===== config.mk =====
export PLATFORM = sky130hd
export DESIGN_NAME = quoted_word_tokenizer_unit_flat
export DESIGN_NICKNAME = d
export VERILOG_FILES = /design/src/hw/rtl/qwt_pkg.sv /design/src/hw/rtl/qwt_if.sv /design/src/hw/rtl/qwt_lexer.sv /design/src/hw/rtl/qwt_rsp_buffer.sv /design/src/hw/rtl/quoted_word_tokenizer_unit.sv /design/src/flat_wrapper.sv
export SDC_FILE = /design/constraint.sdc
export NUM_CORES = 1
export LEC_CHECK = 0
export ABC_AREA = 0
export BUFFER_PORTS_ARGS = -buffer_cell sky130_fd_sc_hd__buf_2
export CORE_ASPECT_RATIO = 0.5
export CORE_MARGIN = 2
export CORE_UTILIZATION = 40
export DETAILED_ROUTE_END_ITERATION = 8
export SYNTH_ARGS = -nofsm -noshare
export SYNTH_HDL_FRONTEND = slang
export SYNTH_HIERARCHICAL = 1
export SYNTH_SLANG_ARGS = --single-unit

===== constraint.sdc =====
create_clock -name clock -period 8.7 [get_ports clock]
set_clock_uncertainty 0.15 [all_clocks]
set_input_delay 1.74 -clock clock [delete_from_list [all_inputs] [get_ports clock]]
set_output_delay 1.74 -clock clock [all_outputs]
set_load 0.05 [all_outputs]

===== src/hw/rtl/qwt_pkg.sv =====
package qwt_pkg;

   localparam int BYTE_BITS  = 8;
   localparam int LIMIT_BITS = 10;
   localparam int RES_MAX    = 3;
   localparam int CNT_BITS   = $clog2(RES_MAX + 1);

   localparam logic [LIMIT_BITS-1:0] LIMIT_RESET = 10'd1023;

   localparam logic [BYTE_BITS-1:0] CHAR_SPACE  = 8'h20;
   localparam logic [BYTE_BITS-1:0] CHAR_TAB    = 8'h09;
   localparam logic [BYTE_BITS-1:0] CHAR_DQUOTE = 8'h22;
   localparam logic [BYTE_BITS-1:0] CHAR_SQUOTE = 8'h27;
   localparam logic [BYTE_BITS-1:0] CHAR_BSLASH = 8'h5C;
   localparam logic [BYTE_BITS-1:0] CHAR_CR     = 8'h0D;
   localparam logic [BYTE_BITS-1:0] CHAR_LF     = 8'h0A;
   localparam logic [BYTE_BITS-1:0] CHAR_LOW_R  = 8'h72;
   localparam logic [BYTE_BITS-1:0] CHAR_LOW_N  = 8'h6E;
   localparam logic [BYTE_BITS-1:0] CHAR_LOW_T  = 8'h74;

   typedef enum logic [3:0] {
      MODE_IDLE   = 4'b0001,
      MODE_BARE   = 4'b0010,
      MODE_DQUOTE = 4'b0100,
      MODE_SQUOTE = 4'b1000
   } mode_type;

   typedef struct packed {
      logic                 has_char;
      logic [BYTE_BITS-1:0] out_char;
      logic                 word_end;
      logic                 run_last;
   } rsp_item_type;

   typedef struct packed {
      logic [CNT_BITS-1:0]        cnt;
      rsp_item_type [RES_MAX-1:0] res;
   } rsp_list_type;

   typedef struct packed {
      logic [CNT_BITS-1:0] count;
      logic                can_load;
   } buf_status_type;

endpackage


===== src/hw/rtl/qwt_if.sv =====
interface qwt_req_if;
   import qwt_pkg::*;
   logic                 valid;
   logic                 ready;
   logic [BYTE_BITS-1:0] in_byte;
   logic                 string_end;
   modport source (output valid, output in_byte, output string_end, input ready);
   modport sink (input valid, input in_byte, input string_end, output ready);
endinterface

interface qwt_rsp_if;
   import qwt_pkg::*;
   logic                 valid;
   logic                 ready;
   logic                 has_char;
   logic [BYTE_BITS-1:0] out_char;
   logic                 word_end;
   logic                 run_last;
   modport source (output valid, output has_char, output out_char, output word_end,
                   output run_last, input ready);
   modport sink (input valid, input has_char, input out_char, input word_end,
                 input run_last, output ready);
endinterface

interface qwt_csr_if;
   import qwt_pkg::*;
   logic                  valid;
   logic                  ready;
   logic [LIMIT_BITS-1:0] word_limit;
   modport source (output valid, output word_limit, input ready);
   modport sink (input valid, input word_limit, output ready);
endinterface


===== src/hw/rtl/qwt_lexer.sv =====
module qwt_lexer #(
   parameter int LEN_BITS = 10
) (
   input  logic                           clock,
   input  logic                           reset,
   input  logic                           advance,
   input  logic [qwt_pkg::BYTE_BITS-1:0]  in_byte,
   input  logic                           string_end,
   input  logic [qwt_pkg::LIMIT_BITS-1:0] word_limit,
   output qwt_pkg::rsp_list_type          rsp_list
);
   import qwt_pkg::*;

   localparam int CMP_BITS = (LEN_BITS > LIMIT_BITS) ? LEN_BITS : LIMIT_BITS;

   typedef struct packed {
      mode_type            mode;
      logic                esc;
      logic [LEN_BITS-1:0] len;
      rsp_list_type        list;
   } work_type;

   mode_type            mode_ff, mode_in;
   logic                esc_ff, esc_in;
   logic [LEN_BITS-1:0] len_ff, len_in;
   logic [CMP_BITS-1:0] lim_wide;
   logic [CMP_BITS-1:0] cap_wide;
   logic [LEN_BITS-1:0] lim;
   work_type            step_w;

   function automatic work_type f_push(work_type w, logic hc, logic [BYTE_BITS-1:0] ch,
                                       logic we);
      work_type r;
      r = w;
      if (w.list.cnt != CNT_BITS'(RES_MAX)) begin
         r.list.res[w.list.cnt] = '{has_char: hc, out_char: ch, word_end: we,
                                    run_last: 1'b0};
         r.list.cnt = w.list.cnt + CNT_BITS'(1);
      end
      return r;
   endfunction

   function automatic work_type f_end_word(work_type w);
      work_type            r;
      logic [CNT_BITS-1:0] top_idx;
      r = w;
      top_idx = w.list.cnt - CNT_BITS'(1);
      if (w.list.cnt != '0 && w.list.res[top_idx].has_char &&
          !w.list.res[top_idx].word_end) begin
         r.list.res[top_idx].word_end = 1'b1;
      end else begin
         r = f_push(w, 1'b0, '0, 1'b1);
      end
      r.mode = MODE_IDLE;
      r.len  = '0;
      r.esc  = 1'b0;
      return r;
   endfunction

   function automatic work_type f_emit(work_type w, logic [BYTE_BITS-1:0] ch,
                                       logic [LEN_BITS-1:0] lim_val);
      work_type r;
      r = f_push(w, 1'b1, ch, 1'b0);
      r.len = w.len + LEN_BITS'(1);
      if (r.len >= lim_val) begin
         r = f_end_word(r);
      end
      return r;
   endfunction

   function automatic work_type f_plain(work_type w, logic [BYTE_BITS-1:0] b,
                                        logic [LEN_BITS-1:0] lim_val);
      work_type             r;
      logic                 sep;
      logic [BYTE_BITS-1:0] q;
      r = w;
      sep = (b == CHAR_SPACE) || (b == CHAR_TAB);
      q = (w.mode == MODE_DQUOTE) ? CHAR_DQUOTE : CHAR_SQUOTE;
      case (w.mode)
         MODE_IDLE: begin
            if (sep) begin
               r = w;
            end else if (b == CHAR_DQUOTE) begin
               r.mode = MODE_DQUOTE;
            end else if (b == CHAR_SQUOTE) begin
               r.mode = MODE_SQUOTE;
            end else begin
               r.mode = MODE_BARE;
               r = f_emit(r, b, lim_val);
            end
         end
         MODE_BARE: begin
            if (sep) begin
               r = f_end_word(w);
            end else if (b == CHAR_DQUOTE) begin
               r = f_end_word(w);
               r.mode = MODE_DQUOTE;
            end else begin
               r = f_emit(w, b, lim_val);
            end
         end
         default: begin
            if (b == q) begin
               r = f_end_word(w);
            end else if (b == CHAR_BSLASH) begin
               r.esc = 1'b1;
            end else begin
               r = f_emit(w, b, lim_val);
            end
         end
      endcase
      return r;
   endfunction

   function automatic work_type f_escaped(work_type w, logic [BYTE_BITS-1:0] b,
                                          logic [LEN_BITS-1:0] lim_val);
      work_type             r;
      logic [BYTE_BITS-1:0] q;
      r = w;
      r.esc = 1'b0;
      q = (w.mode == MODE_DQUOTE) ? CHAR_DQUOTE : CHAR_SQUOTE;
      if (b == q || b == CHAR_BSLASH) begin
         r = f_emit(r, b, lim_val);
      end else if (b == CHAR_LOW_R) begin
         r = f_emit(r, CHAR_CR, lim_val);
      end else if (b == CHAR_LOW_N) begin
         r = f_emit(r, CHAR_LF, lim_val);
      end else if (b == CHAR_LOW_T) begin
         r = f_emit(r, CHAR_TAB, lim_val);
      end else begin
         r = f_emit(r, CHAR_BSLASH, lim_val);
         r = f_plain(r, b, lim_val);
      end
      return r;
   endfunction

   always_comb begin
      lim_wide = CMP_BITS'(word_limit);
      cap_wide = CMP_BITS'({LEN_BITS{1'b1}});
      if (lim_wide == '0) begin
         lim_wide = CMP_BITS'(1);
      end
      if (lim_wide > cap_wide) begin
         lim_wide = cap_wide;
      end
      lim = lim_wide[LEN_BITS-1:0];
   end

   always_comb begin
      step_w.mode     = mode_ff;
      step_w.esc      = esc_ff;
      step_w.len      = len_ff;
      step_w.list.cnt = '0;
      step_w.list.res = '0;
      if (esc_ff && (mode_ff == MODE_DQUOTE || mode_ff == MODE_SQUOTE)) begin
         step_w = f_escaped(step_w, in_byte, lim);
      end else begin
         step_w.esc = 1'b0;
         step_w = f_plain(step_w, in_byte, lim);
      end
      if (string_end) begin
         if (step_w.mode != MODE_IDLE) begin
            step_w = f_end_word(step_w);
         end
         step_w.mode = MODE_IDLE;
         step_w.esc  = 1'b0;
         step_w.len  = '0;
      end
      if (step_w.list.cnt != '0) begin
         step_w.list.res[step_w.list.cnt - CNT_BITS'(1)].run_last = 1'b1;
      end
   end

   assign rsp_list = step_w.list;

   always_comb begin
      mode_in = mode_ff;
      esc_in  = esc_ff;
      len_in  = len_ff;
      if (advance) begin
         mode_in = step_w.mode;
         esc_in  = step_w.esc;
         len_in  = step_w.len;
      end
   end

   always_ff @(posedge clock) begin
      if (reset) begin
         mode_ff <= MODE_IDLE;
         esc_ff  <= 1'b0;
         len_ff  <= '0;
      end else begin
         mode_ff <= mode_in;
         esc_ff  <= esc_in;
         len_ff  <= len_in;
      end
   end

endmodule


===== src/hw/rtl/qwt_rsp_buffer.sv =====
module qwt_rsp_buffer (
   input  logic                    clock,
   input  logic                    reset,
   input  logic                    load,
   input  qwt_pkg::rsp_list_type   load_list,
   input  logic                    pop,
   output qwt_pkg::rsp_item_type   head,
   output qwt_pkg::buf_status_type status
);
   import qwt_pkg::*;

   rsp_item_type [RES_MAX-1:0] ent_ff, ent_in;
   logic [CNT_BITS-1:0]        count_ff, count_in;

   always_comb begin
      ent_in   = ent_ff;
      count_in = count_ff;
      if (load) begin
         ent_in   = load_list.res;
         count_in = load_list.cnt;
      end else if (pop) begin
         for (int i = 0; i < RES_MAX - 1; i++) begin
            ent_in[i] = ent_ff[i + 1];
         end
         count_in = count_ff - CNT_BITS'(1);
      end
   end

   always_ff @(posedge clock) begin
      ent_ff <= ent_in;
   end

   always_ff @(posedge clock) begin
      if (reset) begin
         count_ff <= '0;
      end else begin
         count_ff <= count_in;
      end
   end

   assign head            = ent_ff[0];
   assign status.count    = count_ff;
   assign status.can_load = (count_ff == '0) || (count_ff == CNT_BITS'(1) && pop);

endmodule


===== src/hw/rtl/quoted_word_tokenizer_unit.sv =====
// Channel  Role     Payload
// req      sink     in_byte, string_end
// rsp      source   has_char, out_char, word_end, run_last
// csr      sink     word_limit
//
// One byte per cycle while rsp.ready is high and each byte yields at most one
// result; a byte that yields n results holds the input while the three-entry
// result buffer drains. Bytes pass the input register and then the result buffer.
// Reset is synchronous and restores the between-words state and a limit of 1023.
// A stalled response side backs up into the input register and then drops req.ready.
module quoted_word_tokenizer_unit #(
   parameter int LEN_BITS = 10
) (
   input logic       clock,
   input logic       reset,
   qwt_req_if.sink   req,
   qwt_rsp_if.source rsp,
   qwt_csr_if.sink   csr
);
   import qwt_pkg::*;

   logic                  item_valid_ff, item_valid_in;
   logic [BYTE_BITS-1:0]  item_byte_ff;
   logic                  item_end_ff;
   logic [LIMIT_BITS-1:0] limit_ff, limit_in;
   logic                  advance;
   logic                  pop;
   rsp_list_type          step_list;
   rsp_item_type          head;
   buf_status_type        buf_status;

   assign pop       = rsp.valid && rsp.ready;
   assign advance   = item_valid_ff && buf_status.can_load;
   assign req.ready = !item_valid_ff || advance;
   assign csr.ready = 1'b1;

   always_comb begin
      item_valid_in = item_valid_ff;
      if (req.valid && req.ready) begin
         item_valid_in = 1'b1;
      end else if (advance) begin
         item_valid_in = 1'b0;
      end
      limit_in = limit_ff;
      if (csr.valid && csr.ready) begin
         limit_in = csr.word_limit;
      end
   end

   always_ff @(posedge clock) begin
      if (req.valid && req.ready) begin
         item_byte_ff <= req.in_byte;
         item_end_ff  <= req.string_end;
      end
   end

   always_ff @(posedge clock) begin
      if (reset) begin
         item_valid_ff <= 1'b0;
         limit_ff      <= LIMIT_RESET;
      end else begin
         item_valid_ff <= item_valid_in;
         limit_ff      <= limit_in;
      end
   end

   qwt_lexer #(
      .LEN_BITS(LEN_BITS)
   ) u_lexer (
      .clock      (clock),
      .reset      (reset),
      .advance    (advance),
      .in_byte    (item_byte_ff),
      .string_end (item_end_ff),
      .word_limit (limit_ff),
      .rsp_list   (step_list)
   );

   qwt_rsp_buffer u_rsp_buffer (
      .clock     (clock),
      .reset     (reset),
      .load      (advance),
      .load_list (step_list),
      .pop       (pop),
      .head      (head),
      .status    (buf_status)
   );

   assign rsp.valid    = (buf_status.count != '0);
   assign rsp.has_char = head.has_char;
   assign rsp.out_char = head.out_char;
   assign rsp.word_end = head.word_end;
   assign rsp.run_last = head.run_last;

`ifndef SYNTH
   a_item_held: assert property (@(posedge clock) disable iff (reset)
      (item_valid_ff && !advance) |=> item_valid_ff)
      else $error("Pending input transaction was lost.");

   a_last_marked: assert property (@(posedge clock) disable iff (reset)
      (rsp.valid && buf_status.count == CNT_BITS'(1)) |-> rsp.run_last)
      else $error("Final response of an item lacks run_last.");

   a_inner_unmarked: assert property (@(posedge clock) disable iff (reset)
      (rsp.valid && buf_status.count > CNT_BITS'(1)) |-> !rsp.run_last)
      else $error("run_last set on a response that is not the final one.");
`endif

endmodule


===== src/flat_wrapper.sv =====
// flat-port wrapper written by rule: the top's interface ports become plain ports
module quoted_word_tokenizer_unit_flat import qwt_pkg::*;
#(
   parameter int LEN_BITS = 10
)
  (clock, reset, req_valid, req_in_byte, req_string_end, req_ready, rsp_valid, rsp_has_char, rsp_out_char, rsp_word_end, rsp_run_last, rsp_ready, csr_valid, csr_word_limit, csr_ready);
  qwt_req_if req_i ();
  qwt_rsp_if rsp_i ();
  qwt_csr_if csr_i ();
  input logic clock;
  input logic reset;
  input wire logic [$bits(req_i.valid)-1:0] req_valid;
  input wire logic [$bits(req_i.in_byte)-1:0] req_in_byte;
  input wire logic [$bits(req_i.string_end)-1:0] req_string_end;
  output wire logic [$bits(req_i.ready)-1:0] req_ready;
  output wire logic [$bits(rsp_i.valid)-1:0] rsp_valid;
  output wire logic [$bits(rsp_i.has_char)-1:0] rsp_has_char;
  output wire logic [$bits(rsp_i.out_char)-1:0] rsp_out_char;
  output wire logic [$bits(rsp_i.word_end)-1:0] rsp_word_end;
  output wire logic [$bits(rsp_i.run_last)-1:0] rsp_run_last;
  input wire logic [$bits(rsp_i.ready)-1:0] rsp_ready;
  input wire logic [$bits(csr_i.valid)-1:0] csr_valid;
  input wire logic [$bits(csr_i.word_limit)-1:0] csr_word_limit;
  output wire logic [$bits(csr_i.ready)-1:0] csr_ready;
  assign req_i.valid = req_valid;
  assign req_i.in_byte = req_in_byte;
  assign req_i.string_end = req_string_end;
  assign req_ready = req_i.ready;
  assign rsp_valid = rsp_i.valid;
  assign rsp_has_char = rsp_i.has_char;
  assign rsp_out_char = rsp_i.out_char;
  assign rsp_word_end = rsp_i.word_end;
  assign rsp_run_last = rsp_i.run_last;
  assign rsp_i.ready = rsp_ready;
  assign csr_i.valid = csr_valid;
  assign csr_i.word_limit = csr_word_limit;
  assign csr_ready = csr_i.ready;
  quoted_word_tokenizer_unit #(.LEN_BITS(LEN_BITS)) u_core (.clock(clock), .reset(reset), .req(req_i), .rsp(rsp_i), .csr(csr_i));
endmodule

==> flow_summary.yaml, run 1 <==
run_status:
  outcome: "complete, no violations"
floorplanning:
  fp.dieArea_um2: 14900
  chipWidth_um: 170
  placement_rows: 30
  die_h_um: 87.2
  floorplan.initialDensity_pct: 40.9
  design.core.area_um2: 13600
  ioPinCount: 38
yosys:
  biggest_area_contributors_in_the_synthesized_netlist: "edfxtp_1 (23%), dfxtp_1 (10%), buf_4 (6.6%)"
  synth.ff_latch_count: 70
  synth_top_family_by_area: "simple AND/OR/NAND/NOR gates"
  synth.mux.area_fraction_pct: 5.26
  synth.avg_cell_area_um2: 9.32
  dominantRegCellSynth: "edfxtp_1"
  synthesis.instances: 595
  synth_enable_flop_cells: 42
  synth-compound-area-share_pct: 20.4
  synthAdderAreaFrac_pct: 6.55
  syn-cell-area_um2: 5540
  netlist-cell-type-count: 84
  synth-async-reset-ratio_pct: 0
  synthSimpleGateAreaFrac_pct: 21.1
  post_synth_xor_area_fraction_pct: 2.69
  synth_top_cell_by_area: "edfxtp_1"
  yosysSeqAreaShare_pct: 32.9
  yosys_warnings: 6
  post-synth-top-area-fraction_pct: 22.8
global_route:
  grt_max_degree: 45
  first_pass_grt_wire_length_um: 22400
  first_global_vias: 4142
  grt_antenna_before_repair: 0
  grt.overflow.total: 0
  grtUsageTotal_pct: 19.5
power_and_ir_drop:
  switching_share_pct: 34.7
  switching_power_w: 0.000423
  combPwrFrac_pct: 29.4
  power_density_nw_per_um2: 210
  pwr-share-clk_pct: 33.8
  internal_power_w: 0.000797
  totalPowerFinal_w: 0.00122
  vdd.ir_drop.worst_mv: 0.0836
  power.leakage_nw: 2.30
  power_frac_seq_pct: 36.9
setup_path:
  setup.worst_path.start: "u_core/u_lexer/len_ff[3]"
  cp.required_ns: 8.64
  path_cells: "and3_1 > and3_1 > nand3_1 > xnor2_1 > ha_1 > and2_1 > a221oi_4 > o31ai_2 > a21o_1 > nor2_1 > ha_1 > nand3_1 > or3_1 > a21oi_1 > ha_1 > a21oi_1 > o21ai_0 > a21oi_1 > o31ai_4 > nor2_4 > a221oi_4 > a31oi_2 > nor3_1 > mux2_2"
  worst_case_register_to_register_setup_slack_ns: 1.47
  worstSetupPathType: "flop to flop"
  r2r.worst_path.cells: 24
  slowest_stage: "a31oi_2"
  r2r_start: "u_core/u_lexer/len_ff[3]"
  timing.critical_path.arrival_ns: 7.18
  critPathMaxStageDelay_ns: 0.53
  setup.worst_path.end_class: "flop"
  worstSetupEndpoint: "u_core/u_rsp_buffer/head[3]"
  max_fo_critical_path: 19
  worst_setup_path_start_kind: "flop"
  r2r_end: "u_core/u_rsp_buffer/head[3]"
clocking:
  cts_hold_buf: 0
  htreeDepth: 3
  worst_skew_pair_later_pin_latency_ns: 0.34
  cts_inserted_buffers: 9
  clock-root-buffer: "clkbuf_16"
  postCtsSetupRepairBufs: 0
  post_cts_resize_count: 0
  clk_pin_slew_worst_paths_ns: 0.06
  cts.path.max_buffers: 2
  clock-sinks: 70
  tritoncts: "done"
sta:
  timing.final.crit_period_ns: 7.23
  fin_crit_sh_pct: 83.1
  setup-tns-final_ns: 0
  max_freq_ghz: 0.138
  timing.hold.ws_ns: 0.358
  slew_viol_final: 0
  slew_headroom_pct: 35.5
  worst_slack_ns: 1.47
  tightestPinTransition_ns: 0.968
  hold_viol: 0
  rsz0062_at_grt: "no"
  setup_viol: 0
detailed_routing:
  remaining_drc_errors: 0
  vias: 4490
  firstDrtPassIters: 5
  drt.antenna.violating_nets: 0
  drt_first_iter_violations: 386
  route.detailed.wl_per_inst_um: 18.0
  drt-vias-per-instance: 5.77
  route.final.wire_length_um: 14000
final_layout:
  most_common_cell_after_layout_fill_and_taps_aside: "nand2_1"
  final_cell_mix: "nand2_1 (43), edfxtp_1 (42), nor2_1 (38)"
  post-route-util_pct: 43.0
  insertedDiodeCount: 0
  area_growth_syn_to_layout_pct: 5.06
  layout_fillers: 1335
  nNetsFinal: 634
  post_route_cells_drive_above_1_share_pct: 18.6
placed_design:
  preCtsSetupSlack_ns: 1.52
  port-buffer-count: 36
  detailed_place_hpwl_um: 10500
  finalWeightedCongestion: 0.927
hold_path:
  worstHoldPathType: "flop to flop"
job:
  max_cap_viol_count: 0
==> cell usage after synthesis, types with 6 or more instances <==
cell type,count
nor2b_1,14
a21o_1,8
buf_2,8
nand3_1,22
nand3b_1,6
mux2_2,22
a21oi_1,34
nand2_1,43
dfxtp_1,28
nor2_1,38
inv_1,20
and2_1,12
buf_4,49
edfxtp_1,42
nand4_1,9
xor2_1,7
nand2b_1,8
a211o_1,12
buf_6,7
clkbuf_1,7
o21ai_0,23
a31oi_1,11
xnor2_1,10
ha_1,29
and3_1,11
nor3_1,13
==> worst max-delay path, delay by kind of cell, from the launching register on <==
kind | cells | cell delay [ns]
compound gates | 10 | 2.37
fa+ha+maj | 3 | 0.94
xor+xnor | 1 | 0.50
mux | 1 | 0.30
simple gates | 9 | 2.19
flops | 1 | 0.50
==> stage by stage <==
| step | instance area, µm² | cells |
|---|---|---|
| floorplan | 5570 | 603 |
| global placement | 5490 | 762 |
| detailed placement | 5490 | 762 |
| CTS | 5820 | 778 |
| global route | 5820 | 778 |
| finish | 5820 | 778 |
==> how the worst min path moves through the flow <==
| stage | cells after the start | endpoint | start | slack (ns) |
|---|---|---|---|---|
| 5_1_grt | 2 | u_core/item_valid_ff | u_core/item_valid_ff | 0.38 |
| 2_1_floorplan | 2 | u_core/u_lexer/esc_ff | u_core/u_lexer/esc_ff | 0.32 |
| 6_report | 2 | u_core/item_valid_ff | u_core/item_valid_ff | 0.36 |
| 3_3_place_gp | 2 | u_core/item_valid_ff | u_core/item_valid_ff | 0.34 |
| 3_5_place_dp | 2 | u_core/item_valid_ff | u_core/item_valid_ff | 0.35 |
| 4_1_cts | 2 | u_core/item_valid_ff | u_core/item_valid_ff | 0.36 |
==> routing by layer <==
metal | track usage (%) | part of all wire (%) | vias to the layer above | wire length (µm)
met4 | 5.83 | 1.8 | 0 | 254
met2 | 30.6 | 44 | 168 | 6130
li1 | - | - | 2130 | -
met5 | 0 | 0 | - | 0
met1 | 27.5 | 48 | 2171 | 6730
met3 | 3.77 | 6.4 | 21 | 896
==> cell families (layout without fill, tap and decap cells) <==
group | after synthesis | in the layout
AO/OA/AOI/OAI | 148 | 148
buffers and inverters | 94 | 77
other | 2 | 10
XOR/XNOR | 17 | 17
AND/OR/NAND/NOR | 209 | 209
adder cells (fa/ha/maj) | 29 | 29
flip-flops | 70 | 70
multiplexers | 26 | 26
==> power groups by stage <==
stage                     combinational, W  sequential, W  clock, W
after detailed placement          0.000356       0.000457         0
after CTS                         0.000358       0.000451  0.000422
after global placement            0.000352       0.000456         0
after floorplan                   0.000329       0.000444         0
final                             0.000358       0.000450  0.000412
after global routing              0.000388       0.000455  0.000435
==> state kept, by name (all words and copies together) (netlist names) <==
| signal | flops |
|---|---|
| u_core/u_lexer/len_ff | 10 |
| u_core/item_end_ff | 1 |
| u_core/item_valid_ff | 1 |
| u_core/item_byte_ff | 8 |
| u_core/u_rsp_buffer/ent_ff | 22 |
| u_core/limit_ff | 10 |
| u_core/u_lexer/esc_ff | 1 |
| u_core/u_rsp_buffer/count_ff | 2 |
| u_core/u_lexer/mode_ff | 4 |
| u_core/u_rsp_buffer/head | 11 |
==> area by class of cell <==
| type | instances | area, µm² | area share [%] |
|---|---|---|---|
| multi-input cells | 439 | 3140 | 54.0 |
| flip-flops and latches | 70 | 1820 | 31.3 |
| well taps | 192 | 240 | 4.13 |
| clock buffers | 9 | 225 | 3.87 |
| repair buffers | 40 | 210 | 3.61 |
| clock inverters | 7 | 105 | 1.80 |
| inverters | 21 | 78.8 | 1.35 |
No activity file was read; power rests on OpenSTA's default activity.
==> run 2, diff against run 1 <==
==> constraint.sdc (replaced) <==
create_clock -name clock -period 7.13 [get_ports clock]
set_clock_uncertainty 0.15 [all_clocks]
set_input_delay 1.426 -clock clock [delete_from_list [all_inputs] [get_ports clock]]
set_output_delay 1.426 -clock clock [all_outputs]
set_load 0.05 [all_outputs]
==> run 2 against run 1 <==
- sequential power grew 22%
- sequential share of layout area shrank 0.28 points
- setup slack lost 0.96 ns
- critical path type unchanged
- critical endpoint unchanged
==> flow_summary.yaml, run 2 (synthesized netlist as in run 1, its figures left out) <==
power_and_ir_drop:
  power_density_nw_per_um2: 254
  vdd.ir_drop.worst_mv: 0.0866
  power.leakage_nw: 2.34
final_layout:
  design_area_um2: 5880
  layout_fillers: 1315
  largest_register_ffs: 22
  most_common_cell_after_layout_fill_and_taps_aside: "nand2_1"
  largest-register: "u_core/u_rsp_buffer/ent_ff"
  area_growth_syn_to_layout_pct: 6.00
  nNetsFinal: 640
  post-route-util_pct: 43.4
  post_route_cells_drive_above_1_share_pct: 19.6
  final_cell_mix: "nand2_1 (43), edfxtp_1 (42), nor2_1 (38)"
  final_cells: 784
  insertedDiodeCount: 0
clocking:
  htreeDepth: 3
  cts_inserted_buffers: 9
  worst_skew_pair_later_pin_latency_ns: 0.34
  clock-root-buffer: "clkbuf_16"
  tritoncts: "done"
  cts.path.max_buffers: 2
  clock-sinks: 70
  post_cts_resize_count: 0
  cts_hold_buf: 0
  postCtsSetupRepairBufs: 0
  clk_pin_slew_worst_paths_ns: 0.06
global_route:
  grt.overflow.total: 0
  first_pass_grt_wire_length_um: 22800
  grt_max_degree: 45
  first_global_vias: 4178
  grtUsageTotal_pct: 19.8
  grt_antenna_before_repair: 0
placed_design:
  port-buffer-count: 36
  preCtsSetupSlack_ns: 0.517
  detailed_place_hpwl_um: 10300
  finalWeightedCongestion: 0.922
  cell_total_after_placement: 768
  dpl-instance-area_um2: 5540
sta:
  worst_slack_ns: 0.505
  slew_headroom_pct: 49.5
  slew_viol_final: 0
  timing.final.crit_period_ns: 6.62
  rsz0062_at_grt: "no"
  setup-tns-final_ns: 0
  max_freq_ghz: 0.151
  fin_crit_sh_pct: 92.9
  hold_viol: 0
  setup_viol: 0
  tightestPinTransition_ns: 0.747
floorplanning:
  ioPinCount: 38
  floorplan.initialDensity_pct: 40.9
  placement_rows: 30
  chipWidth_um: 170
  die_h_um: 87.2
  design.core.area_um2: 13600
  fp.dieArea_um2: 14900
detailed_routing:
  drt.antenna.violating_nets: 0
  route.detailed.wl_per_inst_um: 17.9
  firstDrtPassIters: 5
  route.final.wire_length_um: 14000
  drt-vias-per-instance: 5.70
  drt_first_iter_violations: 496
  vias: 4470
  remaining_drc_errors: 0
setup_path:
  path_cells: "and3_1 > and3_1 > nand2_1 > xnor2_1 > ha_1 > a41o_1 > a221oi_4 > o31ai_2 > a21o_1 > nor2_1 > ha_1 > nand3_1 > or3_1 > a21oi_1 > ha_1 > a21oi_1 > o21ai_0 > a21oi_1 > o31ai_4 > nor3_1 > nor3_2 > a31oi_2 > nor3_1 > mux2_2"
  worstSetupPathType: "flop to flop"
  timing.critical_path.arrival_ns: 6.57
  setup.worst_path.end_class: "flop"
  worst-path-buf-inv: 0
  top_cell_family_by_delay_on_the_critical_path: "compound AO/OA/AOI/OAI gates"
  cp.required_ns: 7.08
  max_fo_critical_path: 10
  slowest_stage: "a31oi_2"
  worst_setup_path_start_kind: "flop"
  critPathMaxStageDelay_ns: 0.54
run_status:
  outcome: "complete, no violations"
job:
  max_cap_viol_count: 0
hold_path:
  worstHoldPathType: "flop to flop"
## run 2: final cells by class
cell class | instances | area (µm²) | share of cell area (%)
clock inverters | 7 | 105 | 1.79
flip-flops and latches | 70 | 1820 | 31.0
repair buffers | 46 | 255 | 4.34
multi-input cells | 439 | 3150 | 53.6
inverters | 21 | 78.8 | 1.34
clock buffers | 9 | 225 | 3.83
well taps | 192 | 240 | 4.09
## run 2: metrics by stage
| stage | total power, W | hold WS, ns |
|---|---|---|
| 4_1_cts | 0.00150 | 0.363 |
| 3_3_place_gp | 0.000985 | 0.340 |
| 6_report | 0.00149 | 0.361 |
| 5_1_grt | 0.00157 | 0.382 |
| 3_5_place_dp | 0.000989 | 0.347 |
| 2_1_floorplan | 0.000944 | 0.317 |
## run 2: path summary, 6_finish.rpt
path	to	startpoint	slack, ns	depth (start not counted)
setup / recovery	u_core/u_rsp_buffer/head[3]	u_core/u_lexer/len_ff[3]	0.51	24
hold / removal	u_core/item_valid_ff	u_core/item_valid_ff	0.36	2
setup reg to reg	u_core/u_rsp_buffer/head[3]	u_core/u_lexer/len_ff[3]	0.51	24
hold reg to reg	u_core/item_valid_ff	u_core/item_valid_ff	0.36	2
## run 2: worst register-to-register path: cells and delay by family, from the launching register on
kind	cells	cell delay [ns]
AND/OR/NAND/NOR	9	1.86
XOR/XNOR	1	0.32
flip-flops	1	0.51
adder cells (fa/ha/maj)	3	0.91
multiplexers	1	0.30
AO/OA/AOI/OAI	10	2.33
## run 2: routing by layer
layer  up-vias  wire [µm]  track usage [%]
li1       2148          -                -
met5         -          0                0
met4         0        183             5.28
met2       133       6160             30.6
met1      2170       6840             28.4
met3        19        821             4.04
## run 2: power breakdown
group          total (W)  leakage, nW  internal [W]  switching, W
logic           0.000437         1.55      0.000146      0.000291
clock network   0.000505        0.159      0.000312      0.000193
registers       0.000547        0.630      0.000516     0.0000318
